===== src/design/mavlink_v1_frame_encoder_assert.svh =====
// Assertion macros used by the frame encoder back half.
`ifndef MAVLINK_V1_FRAME_ENCODER_ASSERT_SVH
`define MAVLINK_V1_FRAME_ENCODER_ASSERT_SVH

// Same-cycle implication, sampled on clk and disabled in reset.
`define MVE_ASSERT_IMP(lbl, ante, cons, msg) \
  lbl: assert property (@(posedge clk) disable iff (!rst_n) (ante) |-> (cons)) \
    else $error(msg);

// Next-cycle implication, sampled on clk and disabled in reset.
`define MVE_ASSERT_NXT(lbl, ante, cons, msg) \
  lbl: assert property (@(posedge clk) disable iff (!rst_n) (ante) |=> (cons)) \
    else $error(msg);

`endif


===== src/design/mve_pkg.sv =====
// Types, constants and the CRC step shared by the frame encoder modules.
package mve_pkg;

  localparam logic [7:0]  SOF_BYTE = 8'hFE;
  localparam logic [15:0] CRC_INIT = 16'hFFFF;
  localparam logic [15:0] CRC_POLY = 16'h8408;

  // Configuration register indexes.
  localparam int unsigned CFG_IDX_W = 8;
  localparam logic [CFG_IDX_W-1:0] REG_SYSTEM_ID    = 8'd0;
  localparam logic [CFG_IDX_W-1:0] REG_COMPONENT_ID = 8'd1;

  // Input request types.
  localparam logic REQ_START   = 1'b0;
  localparam logic REQ_PAYLOAD = 1'b1;

  // Byte positions within one queued command.
  localparam int unsigned STEP_W = 3;
  typedef logic [STEP_W-1:0] step_t;
  localparam step_t STEP_SOF  = 3'd0;
  localparam step_t STEP_LEN  = 3'd1;
  localparam step_t STEP_SEQ  = 3'd2;
  localparam step_t STEP_SYS  = 3'd3;
  localparam step_t STEP_COMP = 3'd4;
  localparam step_t STEP_MID  = 3'd5;
  localparam step_t HDR_BYTES = 3'd6;
  localparam step_t PLD_BYTES = 3'd1;

  // Command queue between the front and back halves.
  localparam int unsigned QDEPTH = 4;
  localparam int unsigned QPTR_W = $clog2(QDEPTH);
  localparam int unsigned QCNT_W = $clog2(QDEPTH + 1);

  typedef struct packed {
    logic       is_start;
    logic       finish;
    logic [7:0] len;
    logic [7:0] mid;
    logic [7:0] extra;
    logic [7:0] seq;
    logic [7:0] pbyte;
  } cmd_t;

  // One byte of CRC-16/MCRF4XX, reflected polynomial.
  function automatic logic [15:0] crc_fold(input logic [15:0] crc, input logic [7:0] b);
    logic [15:0] c;
    c = crc ^ {8'h00, b};
    for (int i = 0; i < 8; i++) begin
      c = c[0] ? ((c >> 1) ^ CRC_POLY) : (c >> 1);
    end
    return c;
  endfunction

endpackage


===== src/design/mve_in_if.sv =====
// Input channel: frame start and payload byte requests.
interface mve_in_if;
  logic       valid;
  logic       ready;
  logic       req_type;
  logic [7:0] payload_length;
  logic [7:0] message_id;
  logic [7:0] crc_seed;
  logic [7:0] payload_byte;

  modport source (output valid, req_type, payload_length, message_id, crc_seed,
                  payload_byte, input ready);
  modport sink (input valid, req_type, payload_length, message_id, crc_seed,
                payload_byte, output ready);
endinterface


===== src/design/mve_out_if.sv =====
// Output channel: serialised frame bytes.
interface mve_out_if;
  logic       valid;
  logic       ready;
  logic [7:0] tx_byte;
  logic       run_last;
  logic       frame_end;

  modport source (output valid, tx_byte, run_last, frame_end, input ready);
  modport sink (input valid, tx_byte, run_last, frame_end, output ready);
endinterface


===== src/design/mve_cfg_if.sv =====
// Configuration write channel.
interface mve_cfg_if;
  logic       valid;
  logic       ready;
  logic [7:0] index;
  logic [7:0] data;

  modport source (output valid, index, data, input ready);
  modport sink (input valid, index, data, output ready);
endinterface


===== src/design/mavlink_v1_frame_encoder.sv =====
// An accepted item passes through the command queue and the output byte register first.
// The emitter takes one payload item per cycle while the output is not stalled; a start item
// emits six bytes (eight for a zero-length frame) and a frame-closing payload item three.
// A four-entry command queue lets requests keep arriving while the emitter is busy.
// Reset (rst_n low, synchronous) closes any frame, zeroes the sequence and identifiers.
module mavlink_v1_frame_encoder (
  input  logic      clk,
  input  logic      rst_n,
  mve_in_if.sink    in_if,
  mve_out_if.source out_if,
  mve_cfg_if.sink   cfg_if
);

  logic          push_valid;
  mve_pkg::cmd_t push_cmd;
  logic          push_ready;
  logic          head_valid;
  mve_pkg::cmd_t head_cmd;
  logic          pop;

  mve_front u_front (
    .clk        (clk),
    .rst_n      (rst_n),
    .in_if      (in_if),
    .push_valid (push_valid),
    .push_cmd   (push_cmd),
    .push_ready (push_ready)
  );

  mve_queue u_queue (
    .clk        (clk),
    .rst_n      (rst_n),
    .push_valid (push_valid),
    .push_cmd   (push_cmd),
    .push_ready (push_ready),
    .head_valid (head_valid),
    .head_cmd   (head_cmd),
    .pop        (pop)
  );

  mve_back u_back (
    .clk     (clk),
    .rst_n   (rst_n),
    .cfg_if  (cfg_if),
    .q_valid (head_valid),
    .q_cmd   (head_cmd),
    .q_pop   (pop),
    .out_if  (out_if)
  );

endmodule


===== src/design/mve_front.sv =====
// Front half: accepts requests, tracks frame state and queues byte commands.
module mve_front (
  input  logic              clk,
  input  logic              rst_n,
  mve_in_if.sink            in_if,
  output logic              push_valid,
  output mve_pkg::cmd_t     push_cmd,
  input  logic              push_ready
);

  logic       open_r, open_nxt;
  logic [7:0] left_r, left_nxt;
  logic [7:0] seq_r, seq_nxt;
  logic       accept;
  logic [7:0] left_dec;

  assign in_if.ready = push_ready;
  assign accept      = in_if.valid && push_ready;
  assign left_dec    = left_r - 8'd1;

  always_comb begin
    open_nxt   = open_r;
    left_nxt   = left_r;
    seq_nxt    = seq_r;
    push_valid = 1'b0;
    push_cmd.is_start = (in_if.req_type == mve_pkg::REQ_START);
    push_cmd.finish   = 1'b0;
    push_cmd.len      = in_if.payload_length;
    push_cmd.mid      = in_if.message_id;
    push_cmd.extra    = in_if.crc_seed;
    push_cmd.seq      = seq_r;
    push_cmd.pbyte    = in_if.payload_byte;
    if (accept) begin
      if (in_if.req_type == mve_pkg::REQ_START) begin
        // A new start simply abandons any open frame.
        push_valid = 1'b1;
        if (in_if.payload_length == 8'd0) begin
          push_cmd.finish = 1'b1;
          open_nxt        = 1'b0;
          left_nxt        = 8'd0;
          seq_nxt         = seq_r + 8'd1;
        end else begin
          open_nxt = 1'b1;
          left_nxt = in_if.payload_length;
        end
      end else if (open_r && left_r != 8'd0) begin
        push_valid = 1'b1;
        left_nxt   = left_dec;
        if (left_dec == 8'd0) begin
          push_cmd.finish = 1'b1;
          open_nxt        = 1'b0;
          seq_nxt         = seq_r + 8'd1;
        end
      end
    end
  end

  always_ff @(posedge clk) begin
    if (!rst_n) begin
      open_r <= 1'b0;
      left_r <= 8'd0;
      seq_r  <= 8'd0;
    end else begin
      open_r <= open_nxt;
      left_r <= left_nxt;
      seq_r  <= seq_nxt;
    end
  end

endmodule


===== src/design/mve_queue.sv =====
// Short command queue between the front and back halves, head shown ahead of pop.
module mve_queue (
  input  logic          clk,
  input  logic          rst_n,
  input  logic          push_valid,
  input  mve_pkg::cmd_t push_cmd,
  output logic          push_ready,
  output logic          head_valid,
  output mve_pkg::cmd_t head_cmd,
  input  logic          pop
);

  mve_pkg::cmd_t                  mem_r [mve_pkg::QDEPTH];
  logic [mve_pkg::QPTR_W-1:0]     wr_ptr_r, wr_ptr_nxt;
  logic [mve_pkg::QPTR_W-1:0]     rd_ptr_r, rd_ptr_nxt;
  logic [mve_pkg::QCNT_W-1:0]     count_r, count_nxt;
  logic                           do_push;
  logic                           do_pop;

  assign push_ready = (count_r != mve_pkg::QCNT_W'(mve_pkg::QDEPTH));
  assign head_valid = (count_r != '0);
  assign head_cmd   = mem_r[rd_ptr_r];
  assign do_push    = push_valid && push_ready;
  assign do_pop     = pop && head_valid;

  always_comb begin
    wr_ptr_nxt = do_push ? wr_ptr_r + 1'b1 : wr_ptr_r;
    rd_ptr_nxt = do_pop ? rd_ptr_r + 1'b1 : rd_ptr_r;
    count_nxt  = count_r;
    if (do_push && !do_pop) begin
      count_nxt = count_r + 1'b1;
    end else if (do_pop && !do_push) begin
      count_nxt = count_r - 1'b1;
    end
  end

  always_ff @(posedge clk) begin
    if (!rst_n) begin
      wr_ptr_r <= '0;
      rd_ptr_r <= '0;
      count_r  <= '0;
    end else begin
      wr_ptr_r <= wr_ptr_nxt;
      rd_ptr_r <= rd_ptr_nxt;
      count_r  <= count_nxt;
    end
  end

  always_ff @(posedge clk) begin
    if (do_push) begin
      mem_r[wr_ptr_r] <= push_cmd;
    end
  end

endmodule


===== src/design/mve_back.sv =====
// Back half: expands queued commands into frame bytes and runs the CRC.
`include "mavlink_v1_frame_encoder_assert.svh"

module mve_back (
  input  logic          clk,
  input  logic          rst_n,
  mve_cfg_if.sink       cfg_if,
  input  logic          q_valid,
  input  mve_pkg::cmd_t q_cmd,
  output logic          q_pop,
  mve_out_if.source     out_if
);

  logic [7:0]     sys_id_r, comp_id_r;
  logic [15:0]    crc_r, crc_nxt;
  logic [7:0]     extra_r, extra_nxt;
  mve_pkg::step_t step_r, step_nxt;
  logic           out_valid_r;
  logic [7:0]     tx_byte_r;
  logic           run_last_r;
  logic           frame_end_r;

  logic           o_free;
  logic           emit;
  mve_pkg::step_t n_data;
  mve_pkg::step_t last_step;
  logic           is_data;
  logic           is_lo;
  logic           is_hi;
  logic [7:0]     data_byte;
  logic [7:0]     extra_sel;
  logic [7:0]     fold_in;
  logic [15:0]    fold_out;
  logic [7:0]     tx_sel;

  assign cfg_if.ready = 1'b1;

  always_ff @(posedge clk) begin
    if (!rst_n) begin
      sys_id_r  <= 8'd0;
      comp_id_r <= 8'd0;
    end else if (cfg_if.valid) begin
      if (cfg_if.index == mve_pkg::REG_SYSTEM_ID) begin
        sys_id_r <= cfg_if.data;
      end else if (cfg_if.index == mve_pkg::REG_COMPONENT_ID) begin
        comp_id_r <= cfg_if.data;
      end
    end
  end

  assign o_free    = !out_valid_r || out_if.ready;
  assign emit      = q_valid && o_free;
  assign n_data    = q_cmd.is_start ? mve_pkg::HDR_BYTES : mve_pkg::PLD_BYTES;
  assign last_step = q_cmd.finish ? n_data + 3'd1 : n_data - 3'd1;
  assign is_data   = step_r < n_data;
  assign is_lo     = q_cmd.finish && (step_r == n_data);
  assign is_hi     = q_cmd.finish && (step_r == n_data + 3'd1);
  assign extra_sel = q_cmd.is_start ? q_cmd.extra : extra_r;
  assign q_pop     = emit && (step_r == last_step);

  always_comb begin
    data_byte = q_cmd.pbyte;
    if (q_cmd.is_start) begin
      unique case (step_r)
        mve_pkg::STEP_SOF:  data_byte = mve_pkg::SOF_BYTE;
        mve_pkg::STEP_LEN:  data_byte = q_cmd.len;
        mve_pkg::STEP_SEQ:  data_byte = q_cmd.seq;
        mve_pkg::STEP_SYS:  data_byte = sys_id_r;
        mve_pkg::STEP_COMP: data_byte = comp_id_r;
        mve_pkg::STEP_MID:  data_byte = q_cmd.mid;
        default:            data_byte = q_cmd.mid;
      endcase
    end
  end

  // At most one fold per emitted byte: a data byte after the start byte, or the held extra byte for the low CRC byte.
  assign fold_in  = is_data ? data_byte : extra_sel;
  assign fold_out = mve_pkg::crc_fold(crc_r, fold_in);

  always_comb begin
    if (is_data) begin
      tx_sel = data_byte;
    end else if (is_lo) begin
      tx_sel = fold_out[7:0];
    end else begin
      tx_sel = crc_r[15:8];
    end
  end

  always_comb begin
    crc_nxt   = crc_r;
    extra_nxt = extra_r;
    step_nxt  = step_r;
    if (emit) begin
      step_nxt = (step_r == last_step) ? mve_pkg::STEP_SOF : step_r + 3'd1;
      if (q_cmd.is_start && step_r == mve_pkg::STEP_SOF) begin
        crc_nxt   = mve_pkg::CRC_INIT;
        extra_nxt = q_cmd.extra;
      end else if (is_data || is_lo) begin
        crc_nxt = fold_out;
      end else begin
        crc_nxt = mve_pkg::CRC_INIT;
      end
    end
  end

  always_ff @(posedge clk) begin
    if (!rst_n) begin
      crc_r       <= mve_pkg::CRC_INIT;
      extra_r     <= 8'd0;
      step_r      <= mve_pkg::STEP_SOF;
      out_valid_r <= 1'b0;
    end else begin
      crc_r   <= crc_nxt;
      extra_r <= extra_nxt;
      step_r  <= step_nxt;
      if (o_free) begin
        out_valid_r <= emit;
      end
    end
  end

  always_ff @(posedge clk) begin
    if (emit) begin
      tx_byte_r   <= tx_sel;
      run_last_r  <= (step_r == last_step);
      frame_end_r <= is_hi;
    end
  end

  assign out_if.valid     = out_valid_r;
  assign out_if.tx_byte   = tx_byte_r;
  assign out_if.run_last  = run_last_r;
  assign out_if.frame_end = frame_end_r;

  `MVE_ASSERT_IMP(a_end_is_last, out_valid_r && frame_end_r, run_last_r, "frame end not last")
  `MVE_ASSERT_NXT(a_crc_rearm, emit && is_hi, crc_r == mve_pkg::CRC_INIT, "CRC not rearmed")
  `MVE_ASSERT_IMP(a_step_has_cmd, step_r != mve_pkg::STEP_SOF, q_valid, "step without command")

endmodule


===== src/flat_wrapper.sv =====
// flat-port wrapper written by rule: the top's interface ports become plain ports
module mavlink_v1_frame_encoder_flat 
  (clk, rst_n, in_if_valid, in_if_req_type, in_if_payload_length, in_if_message_id, in_if_crc_seed, in_if_payload_byte, in_if_ready, out_if_valid, out_if_tx_byte, out_if_run_last, out_if_frame_end, out_if_ready, cfg_if_valid, cfg_if_index, cfg_if_data, cfg_if_ready);
  mve_in_if in_if_i ();
  mve_out_if out_if_i ();
  mve_cfg_if cfg_if_i ();
  input  logic clk;
  input  logic rst_n;
  input wire logic [$bits(in_if_i.valid)-1:0] in_if_valid;
  input wire logic [$bits(in_if_i.req_type)-1:0] in_if_req_type;
  input wire logic [$bits(in_if_i.payload_length)-1:0] in_if_payload_length;
  input wire logic [$bits(in_if_i.message_id)-1:0] in_if_message_id;
  input wire logic [$bits(in_if_i.crc_seed)-1:0] in_if_crc_seed;
  input wire logic [$bits(in_if_i.payload_byte)-1:0] in_if_payload_byte;
  output wire logic [$bits(in_if_i.ready)-1:0] in_if_ready;
  output wire logic [$bits(out_if_i.valid)-1:0] out_if_valid;
  output wire logic [$bits(out_if_i.tx_byte)-1:0] out_if_tx_byte;
  output wire logic [$bits(out_if_i.run_last)-1:0] out_if_run_last;
  output wire logic [$bits(out_if_i.frame_end)-1:0] out_if_frame_end;
  input wire logic [$bits(out_if_i.ready)-1:0] out_if_ready;
  input wire logic [$bits(cfg_if_i.valid)-1:0] cfg_if_valid;
  input wire logic [$bits(cfg_if_i.index)-1:0] cfg_if_index;
  input wire logic [$bits(cfg_if_i.data)-1:0] cfg_if_data;
  output wire logic [$bits(cfg_if_i.ready)-1:0] cfg_if_ready;
  assign in_if_i.valid = in_if_valid;
  assign in_if_i.req_type = in_if_req_type;
  assign in_if_i.payload_length = in_if_payload_length;
  assign in_if_i.message_id = in_if_message_id;
  assign in_if_i.crc_seed = in_if_crc_seed;
  assign in_if_i.payload_byte = in_if_payload_byte;
  assign in_if_ready = in_if_i.ready;
  assign out_if_valid = out_if_i.valid;
  assign out_if_tx_byte = out_if_i.tx_byte;
  assign out_if_run_last = out_if_i.run_last;
  assign out_if_frame_end = out_if_i.frame_end;
  assign out_if_i.ready = out_if_ready;
  assign cfg_if_i.valid = cfg_if_valid;
  assign cfg_if_i.index = cfg_if_index;
  assign cfg_if_i.data = cfg_if_data;
  assign cfg_if_ready = cfg_if_i.ready;
  mavlink_v1_frame_encoder u_core (.clk(clk), .rst_n(rst_n), .in_if(in_if_i), .out_if(out_if_i), .cfg_if(cfg_if_i));
endmodule

===== config.mk =====
export PLATFORM = sky130hd
export DESIGN_NAME = mavlink_v1_frame_encoder_flat
export DESIGN_NICKNAME = d
export VERILOG_FILES = /design/src/design/mve_pkg.sv /design/src/design/mve_in_if.sv /design/src/design/mve_out_if.sv /design/src/design/mve_cfg_if.sv /design/src/design/mavlink_v1_frame_encoder.sv /design/src/design/mve_front.sv /design/src/design/mve_queue.sv /design/src/design/mve_back.sv /design/src/flat_wrapper.sv
export VERILOG_INCLUDE_DIRS = /design/src /design/src/design
export SDC_FILE = /design/constraint.sdc
export NUM_CORES = 1
export LEC_CHECK = 0
export BUFFER_PORTS_ARGS = -buffer_cell sky130_fd_sc_hd__buf_4
export CAP_MARGIN = 5
export CORE_MARGIN = 8
export CORE_UTILIZATION = 60
export CTS_BUF_LIST = sky130_fd_sc_hd__clkbuf_4 sky130_fd_sc_hd__clkbuf_8 sky130_fd_sc_hd__clkbuf_16
export DETAILED_ROUTE_END_ITERATION = 8
export PLACE_DENSITY = 0.79
export SETUP_SLACK_MARGIN = 0.5
export SLEW_MARGIN = 20
export SYNTH_ARGS = -nofsm -noshare
export SYNTH_HDL_FRONTEND = slang
export SYNTH_SLANG_ARGS = --single-unit
export TNS_END_PERCENT = 20

===== constraint.sdc =====
create_clock -name clk -period 6.3 [get_ports clk]
set_input_delay 0.63 -clock clk [delete_from_list [all_inputs] [get_ports clk]]
set_output_delay 0.63 -clock clk [all_outputs]
set_load 0.02 [all_outputs]

==> impl_results.md, run 1 <==
- Status: finished clean
- Worst slew margin: 30.8%
- Max Cap Violations: 0
- Hold Crit Class: input pin to register
- CP max stage cell: mux4_2
- Cts-stage hold buffer count: 0
- Total Nets Final: 877
- Post-route ant nets: 0
- Core box area: 17700 sq um
- Skew-Pair Late Insertion Delay: 0.51 ns
- Setup Fix Bufs, Post-CTS: 0
- WP buf/inv: 1
- Netlist cell types: 74
- Main synth FF type: edfxtp_1
- Antenna violations before repair: 0
- Clk buf depth: 3
- Post-DP HPWL: 15.1 mm
- Initial DRC Count: 605
- CP Data Arrival Time: 5.12 ns
- Yosys Warn Count: 0
- Synth Net Count: 815
- Routed WL: 23.7 mm
- Peak per-stage delay on the critical path: 0.77 ns
- First-pass GRT wire length: 36.4 mm
- Number of global-route vias before repair: 6644
- Clock skew after layout: 0.0107 ns
- Design Power: 5.13 mW
- Leakage power total: 4.31 nW
- Synthesized flop and latch total: 248
- Placed cell count: 1005
- Critical-path cell list: mux4_2, inv_2, ha_1, a21oi_1, and2_1, mux2_2, a221oi_2, xnor2_2, xnor3_2, mux2i_1, a211oi_1
- Startpoint Class: register
- Largest net degree at the start of global routing: 54
- Period utilisation layout: 75.9%
- Vias/cell: 6.18
- Post-layout minimum cycle time: 4.78 ns
- Die X: 150 microns
- Drt drc: 0
- Post-synth EDFFs: 178
- Placer congestion estimate: 0.842
- CP delay by family, top: multiplexers
- Sequential cell area fraction in the yosys report: 63.0%
- Area of the mapped netlist: 10700 sq um
- Max-slew violation count: 0
- Cts bufs inserted: 26
- Post-Syn Instances: 742
- Final Hold Violating Endpoints: 0
- Die Y: 150 microns
- P&R area growth vs syn: 13.7%
- Post-CTS Resized: 0
- Gr usage total: 21.0%
- Share of post-route cells with drive strength above 1: 22.6%
- CTS tree: yes
- Crit-path max FO: 27
- Initial Util: 60.5%
- Maximum VDD drop: 0.276 mV
- Ant diodes: 0
- Routed vias: 6506
- Clock Sinks: 248
- Total grt overflow: 0
- Post-synthesis area per instance: 14.4 sq um
- DRT Pass-1 Iters: 6
- Pwr Density: 421 nW/um^2
- I/O pins: 67
- Final Non-Filler Cells: 1053
- Worst Tran Pin Value: 1.03 ns
- Setup TNS: 0 ns
- Async SR Flop Fraction: 0%
- Final Setup Violations: 0
- Worst hold slack: 0.315 ns
- IO Port Bufs: 65
- CTS root buf: clkbuf_16
- Clock-pin slew on the worst setup and hold paths: 0.06 ns
- CTS HTree Levels: 1
- Drt wl/cell: 22.5 microns
- Setup crit end kind: register
- Rows: 49
- Unrepaired setup endpoints after global routing: no
- WS Path Type: register to register
- Fmax: 0.209 GHz
- Die area: 22400 sq um
- WP data required: 6.64 ns
==> final cells by class <==
cell class / instances / area [sq um]
clock inverter: 13 / 115
inverter: 17 / 63.8
timing repair buffer: 67 / 503
fill: 1163 / 5530
clock buffer: 35 / 748
tap: 229 / 287
multi-input combinational: 444 / 3720
sequential: 248 / 6750
==> power breakdown <==
part,switching (mW),internal [mW]
logic,0.884,0.666
registers,0.115,1.95
clock network,0.603,0.913
total,1.60,3.53
==> cell families (layout without fill, tap and decap cells) <==
logic type	after synthesis	count (layout)	synth area share, %
xor+xnor	46	46	4.41
mux	92	92	12.6
simple gates	190	190	8.58
flops	248	248	63.0
buf+inv	50	132	2.41
other cells	1	1	0.0350
fa+ha+maj	19	19	2.29
compound gates	96	96	6.71
==> layer usage <==
layer  routed length (microns)  share of wire (%)  GRT usage, %
met1                      9510                 40          27.0
met2                     12100                 51          36.1
met3                      1560                6.6          3.05
met4                       527                2.2          6.81
met5                         0                  0             0
==> synth_stat cells (6+ instances only) <==
cell | number | area (sq um)
mux4_2 | 31 | 698
nand4_1 | 9 | 56.3
o22a_1 | 7 | 61.3
dfxtp_1 | 70 | 1400
xnor2_1 | 21 | 184
mux2i_1 | 34 | 340
edfxtp_1 | 178 | 5350
o21ai_0 | 10 | 50.1
or3_1 | 10 | 62.6
inv_1 | 14 | 52.6
ha_1 | 18 | 225
buf_6 | 6 | 67.6
xor2_1 | 19 | 166
nand2_1 | 38 | 143
a222oi_1 | 10 | 100
a21oi_1 | 18 | 90.1
nand3_1 | 15 | 75.1
and2_1 | 7 | 43.8
o22ai_1 | 9 | 56.3
mux2_2 | 21 | 236
nor2_1 | 73 | 274
clkbuf_1 | 21 | 78.8
==> sequential cells by signal, indices dropped and copies added, names as in the netlist, named ones only <==
signal / flops
u_core.u_back.comp_id_r: 8
u_core.u_back.crc_r: 16
u_core.u_back.extra_r: 8
u_core.u_back.out_if.frame_end: 1
u_core.u_back.out_if.run_last: 1
u_core.u_back.out_if.tx_byte: 8
u_core.u_back.out_if.valid: 1
u_core.u_back.step_r: 3
u_core.u_back.sys_id_r: 8
u_core.u_front.left_r: 8
u_core.u_front.open_r: 1
u_core.u_front.seq_r: 8
u_core.u_queue.count_r: 3
u_core.u_queue.mem_r: 168
u_core.u_queue.rd_ptr_r: 2
u_core.u_queue.wr_ptr_r: 2
==> worst paths after layout <==
kind                              start                               to  slack [ns]  cells past startpoint
max reg2reg                    register  u_core.u_back.out_if.tx_byte[3]        1.52                     11
min               in_if_payload_byte[3]       u_core.u_queue.mem_r[0][3]        0.31                      1
min reg2reg  u_core.u_back.out_if.valid       u_core.u_back.out_if.valid        0.47                      2
max                            register  u_core.u_back.out_if.tx_byte[3]        1.52                     11
==> placed cells by master (no fill, tap or decap), types with 4 or more instances in the layout <==
master,instances
clkinv_1,6
a211oi_1,4
ha_1,18
o21ai_0,10
nand3_1,15
mux2_1,4
nand2b_1,5
mux2i_1,34
nand4_1,9
dfxtp_1,68
clkbuf_16,27
inv_1,14
nor2_1,73
o22a_1,7
buf_4,67
xnor2_1,21
nor2b_1,5
clkbuf_4,6
or3_1,10
o22ai_1,9
and2_4,4
and3_1,5
nand2_1,38
xor2_1,19
edfxtp_1,178
clkinv_2,4
mux4_2,31
nor3_1,5
mux2_2,21
a222oi_1,10
a22oi_1,5
a21oi_1,18
==> metrics by stage <==
| stage | utilization [%] | setup WS (ns) | instance area (sq um) |
|---|---|---|---|
| 2_1_floorplan | - | 2.40 | 10700 |
| 3_3_place_gp | 63.9 | 1.79 | 11300 |
| 3_5_place_dp | 63.9 | 1.60 | 11300 |
| 4_1_cts | 68.8 | 1.59 | 12200 |
| 5_1_grt | 68.8 | 1.31 | 12200 |
| 6_report | 68.8 | 1.52 | 12200 |
==> worst register-to-register path: stages, from the launching register on <==
cell	delay, ns
dfxtp_2	0.33
mux4_2	0.77
inv_2	0.32
ha_1	0.32
a21oi_1	0.33
and2_1	0.77
mux2_2	0.42
a221oi_2	0.30
xnor2_2	0.20
xnor3_2	0.46
mux2i_1	0.14
a211oi_1	0.23
(Power assumes the default switching activity.)
==> inputs of run 2 (changes only) <==
==> constraint.sdc (replaced) <==
create_clock -name clk -period 4.5 [get_ports clk]
set_input_delay 0.45 -clock clk [delete_from_list [all_inputs] [get_ports clk]]
set_output_delay 0.45 -clock clk [all_outputs]
set_load 0.02 [all_outputs]
==> impl_results.md, run 2 (synthesis results as in run 1) <==
- Unrepaired setup endpoints after global routing: no
- Drt drc: 0
- DRT Pass-1 Iters: 6
- Setup crit end kind: register
- Design Power: 7.12 mW
- Final Hold Violating Endpoints: 0
- Worst Tran Pin Value: 0.995 ns
- Total grt overflow: 0
- Leakage power total: 4.33 nW
- Maximum VDD drop: 0.424 mV
- Setup Fix Bufs, Post-CTS: 0
- Met2 GRT Util: 35.5%
- First-pass GRT wire length: 36.6 mm
- Hold Crit Class: input pin to register
- Fin area: 12200 sq um
- Rows: 49
- Top reg by flops: u_core.u_queue.mem_r
- Antenna violations before repair: 0
- Routed vias: 6466
- CTS HTree Levels: 1
- Startpoint Class: register
- CP Data Arrival Time: 4.10 ns
- Crit-path max FO: 24
- Clk buf depth: 3
- Largest net degree at the start of global routing: 54
- Max-slew violation count: 0
- Most used routing layer in global routing: met2
- Fill count: 1181
- I/O pins: 67
- CTS tree: yes
- Levels on crit path: 12
- Setup TNS: 0 ns
- Routed WL: 22.9 mm
- CP max stage cell: mux4_2
- Fmax: 0.267 GHz
- Status: finished clean
- Die area: 22400 sq um
- Post-route ant nets: 0
- Gr usage total: 20.9%
- Number of global-route vias before repair: 6794
- CP delay by family, top: multiplexers
- Largest register FFs: 168
- Pwr Density: 584 nW/um^2
- Critical-path cell list: mux4_2, clkinv_2, ha_1, nand3b_1, and2_1, buf_4, mux2_2, a221oi_2, xnor2_2, xnor3_2, mux2i_1, a211oi_1
- Drt wl/cell: 21.7 microns
- Period utilisation layout: 83.3%
- Initial DRC Count: 679
- CTS root buf: clkbuf_16
- Top flop regs: u_core.u_queue.mem_r: 168 flops, u_core.u_back.crc_r: 16 flops
- Worst slew margin: 33.4%
- Hold depth: 1
- Pre-CTS setup slack: 0.541 ns
- Ant diodes: 0
- Met1 GRT Util: 27.2%
- Post-CTS Resized: 0
- Cts bufs inserted: 25
- Most common cell after layout, fill and taps aside: edfxtp_1
- Vias/cell: 6.11
- WP buf/inv: 2
- Worst hold slack: 0.121 ns
- Clock-pin slew on the worst setup and hold paths: 0.06 ns
- Initial Util: 60.5%
- WS Path Type: register to register
- Clock Sinks: 248
- Post-DP HPWL: 15.1 mm
- Core box area: 17700 sq um
- Die X: 150 microns
- Placed cell count: 1013
- Die Y: 150 microns
- Met3 GRT Util: 3.33%
- Placed inst area: 11400 sq um
- Commonest non-fill, non-tap cells in the layout: 178 x edfxtp_1, 75 x buf_4, 73 x nor2_1
- Max Cap Violations: 0
- IO Port Bufs: 65
- Final Setup Violations: 0
- Skew-Pair Late Insertion Delay: 0.53 ns
- P&R area growth vs syn: 13.9%
- Worst Setup Slack, final: 0.750 ns
- WP data required: 4.85 ns
- FF-to-FF path depth: 12
- Final Non-Filler Cells: 1059
- Post-layout minimum cycle time: 3.75 ns
- Placer congestion estimate: 0.853
- Cts-stage hold buffer count: 0
- Total Nets Final: 884
- Share of post-route cells with drive strength above 1: 23.5%
- Final Util: 68.9%
- Peak per-stage delay on the critical path: 0.50 ns
- Clock skew after layout: 0.0193 ns
==> run 2: changes by cell type in the layout (fill, tap and decap cells not counted), sizes merged <==
| cell | previous run | this run |
|---|---|---|
| buf | 67 | 75 |
| clkbuf | 35 | 32 |
| clkinvlp | 1 | 2 |
==> run 2: worst paths after layout <==
kind | start | end | slack [ns]
hold reg to reg | u_core.u_back.crc_r[10] | u_core.u_back.crc_r[10] | 0.50
hold / removal | in_if_message_id[7] | u_core.u_queue.mem_r[1][31] | 0.12
setup reg to reg | u_core.u_queue.mem_r[3][41] | u_core.u_back.out_if.tx_byte[3] | 0.75
setup / recovery | u_core.u_queue.mem_r[3][41] | u_core.u_back.out_if.tx_byte[3] | 0.75
==> run 2: layer usage <==
metal	wire, microns	vias up
met5	0	-
li1	-	2959
met1	9420	3228
met2	11500	239
met4	514	0
met3	1490	40
==> run 2: layout make-up <==
class	instances	area (sq um)	area share, %
Sequential cell	248	6750	55.3
Clock inverter	14	125	1.03
Multi-Input combinational cell	444	3730	30.6
Timing Repair Buffer	75	563	4.61
Clock buffer	32	684	5.61
Inverter	17	65.1	0.533
Tap cell	229	287	2.35
==> run 2: report_power, final <==
part / switching [mW] / leakage (nW) / internal [mW]
clock network: 0.826 / 0.404 / 1.19
registers: 0.166 / 2.19 / 2.73
logic: 1.25 / 1.73 / 0.955
==> inputs of run 3 (changes only) <==
==> constraint.sdc (replaced) <==
create_clock -name clk -period 3.47 [get_ports clk]
set_input_delay 0.347 -clock clk [delete_from_list [all_inputs] [get_ports clk]]
set_output_delay 0.347 -clock clk [all_outputs]
set_load 0.02 [all_outputs]
==> impl_results.md, run 3 (synthesis results as in run 1) <==
- Unrepaired setup endpoints after global routing: yes
- Met3 GRT Util: 3.27%
- Max Cap Violations: 0
- Leakage power total: 4.63 nW
- Rows: 49
- Post-layout minimum cycle time: 3.34 ns
- Antenna violations before repair: 0
- First-pass GRT wire length: 37.7 mm
- Top reg by flops: u_core.u_queue.mem_r
- Share of post-route cells with drive strength above 1: 28.9%
- Fin area: 12800 sq um
- Vias/cell: 6.20
- Combinational power share: 35.3%
- Worst Setup Slack, final: 0.133 ns
- Die X: 150 microns
- Drt drc: 0
- Pre-CTS setup slack: -0.100 ns
- Cts bufs inserted: 26
- CTS root buf: clkbuf_16
- Clock Sinks: 248
- Met2 GRT Util: 38.5%
- Worst slew margin: 33.2%
- Clock Power Share: 28.2%
- Worst Tran Pin Value: 1.00 ns
- Largest net degree at the start of global routing: 54
- Initial Util: 60.5%
- Placed inst area: 11600 sq um
- Crit-path max FO: 8
- Core box area: 17700 sq um
- Ant diodes: 0
- Die area: 22400 sq um
- Clk buf depth: 3
- Largest register FFs: 168
- Psw: 3.22 mW
- Skew-Pair Late Insertion Delay: 0.53 ns
- Max-slew violation count: 0
- Status: finished clean
- Fmax: 0.300 GHz
- Setup crit end kind: register
- Most common cell after layout, fill and taps aside: edfxtp_1
- P&R area growth vs syn: 19.3%
- Total grt overflow: 0
- CTS HTree Levels: 1
- WP data required: 3.88 ns
- Drt wl/cell: 22.4 microns
- Worst hold slack: 0.0194 ns
- Clock-pin slew on the worst setup and hold paths: 0.06 ns
- Die Y: 150 microns
- Placer congestion estimate: 0.911
- Top flop regs: u_core.u_queue.mem_r: 168 flops, u_core.u_back.crc_r: 16 flops
- Cell-internal power: 7.12 mW
- Initial DRC Count: 712
- Most used routing layer in global routing: met2
- Cts-stage hold buffer count: 0
- Final Hold Violating Endpoints: 0
- Post-route ant nets: 0
- Pwr Density: 809 nW/um^2
- Routed WL: 24.6 mm
- WS Path Type: register to register
- Number of global-route vias before repair: 7012
- R2r setup slk: 0.13 ns
- Post-DP HPWL: 15.4 mm
- Met1 GRT Util: 26.6%
- Total Nets Final: 922
- Sw frac: 31.1%
- Final Setup Violations: 0
- Routed vias: 6811
- IO Port Bufs: 65
- Commonest non-fill, non-tap cells in the layout: 178 x edfxtp_1, 106 x buf_4, 73 x nor2_1
- I/O pins: 67
- Gr usage total: 21.7%
- CTS tree: yes
- DRT Pass-1 Iters: 5
- Clock skew after layout: 0.0158 ns
- CP Data Arrival Time: 3.75 ns
- Hold Crit Class: input pin to register
- Period utilisation layout: 96.2%
- Seq pwr share: 36.5%
- Maximum VDD drop: 0.721 mV
- Startpoint Class: register
## run 3: changes by cell type in the layout (fill, tap and decap cells not counted), moves of 3 or more
cell,delta
buf_4,+31
clkbuf_4,+4
clkinv_2,-4
buf_6,+3
mux2_4,+3
xnor2_1,-3
xnor2_2,+3
## run 3: worst paths after layout
kind / startpoint / to / depth (start not counted)
setup reg to reg: u_core.u_queue.mem_r[3][41] / u_core.u_back.crc_r[3] / 13
hold reg to reg: u_core.u_back.out_if.valid / u_core.u_back.out_if.valid / 2
hold / removal: in_if_message_id[5] / u_core.u_queue.mem_r[2][29] / 1
setup / recovery: u_core.u_queue.mem_r[3][41] / u_core.u_back.crc_r[3] / 13
## run 3: area by class of cell
class / count / area, sq um
tap: 229 / 287
sequential: 248 / 6750
clock inverter: 9 / 155
clock buffer: 39 / 767
multi-input combinational: 444 / 3870
fill: 1077 / 4930
inverter: 17 / 71.3
timing repair buffer: 112 / 885
## run 3: metrics by stage
step	TNS (ns)	power, mW	utilization [%]	std cells
detailed placement	-0.149	6.80	65.3	1026
finish	0	10.3	72.2	1098
floorplan	0	5.95	-	742
CTS	0	10.0	71.6	1092
global placement	0	6.69	65.3	1026
global route	0	10.7	72.2	1098
## run 3: power groups by stage
stage	Combinational (mW)	Clock, mW	Sequential, mW
2_1_floorplan	2.10	0	3.84
3_3_place_gp	2.89	0	3.80
3_5_place_dp	2.98	0	3.82
4_1_cts	3.31	2.95	3.76
5_1_grt	3.88	3.05	3.79
6_report	3.65	2.92	3.77
## run 3: critical path: stages (launching register included)
cell	delay, ns
edfxtp_1	0.36
mux4_2	0.55
inv_8	0.10
buf_12	0.10
ha_4	0.19
nand3b_1	0.11
and2_4	0.22
mux2_4	0.33
a221oi_4	0.29
xnor2_2	0.17
xnor3_2	0.34
buf_4	0.17
xnor2_1	0.12
o22a_1	0.17
## run 3: metal layers
layer	wire length (microns)	share of wire, %
met5	0	0
met4	701	2.9
met3	1470	6.0
met2	12900	52
met1	9560	39
## run 3: what timing repair did
item / 4_1_cts / 5_1_grt
pin swaps: 11 / 8
resized for setup: 9 / 10
setup endpoints to repair: 24 / 27
buffers inserted: 18 / 6
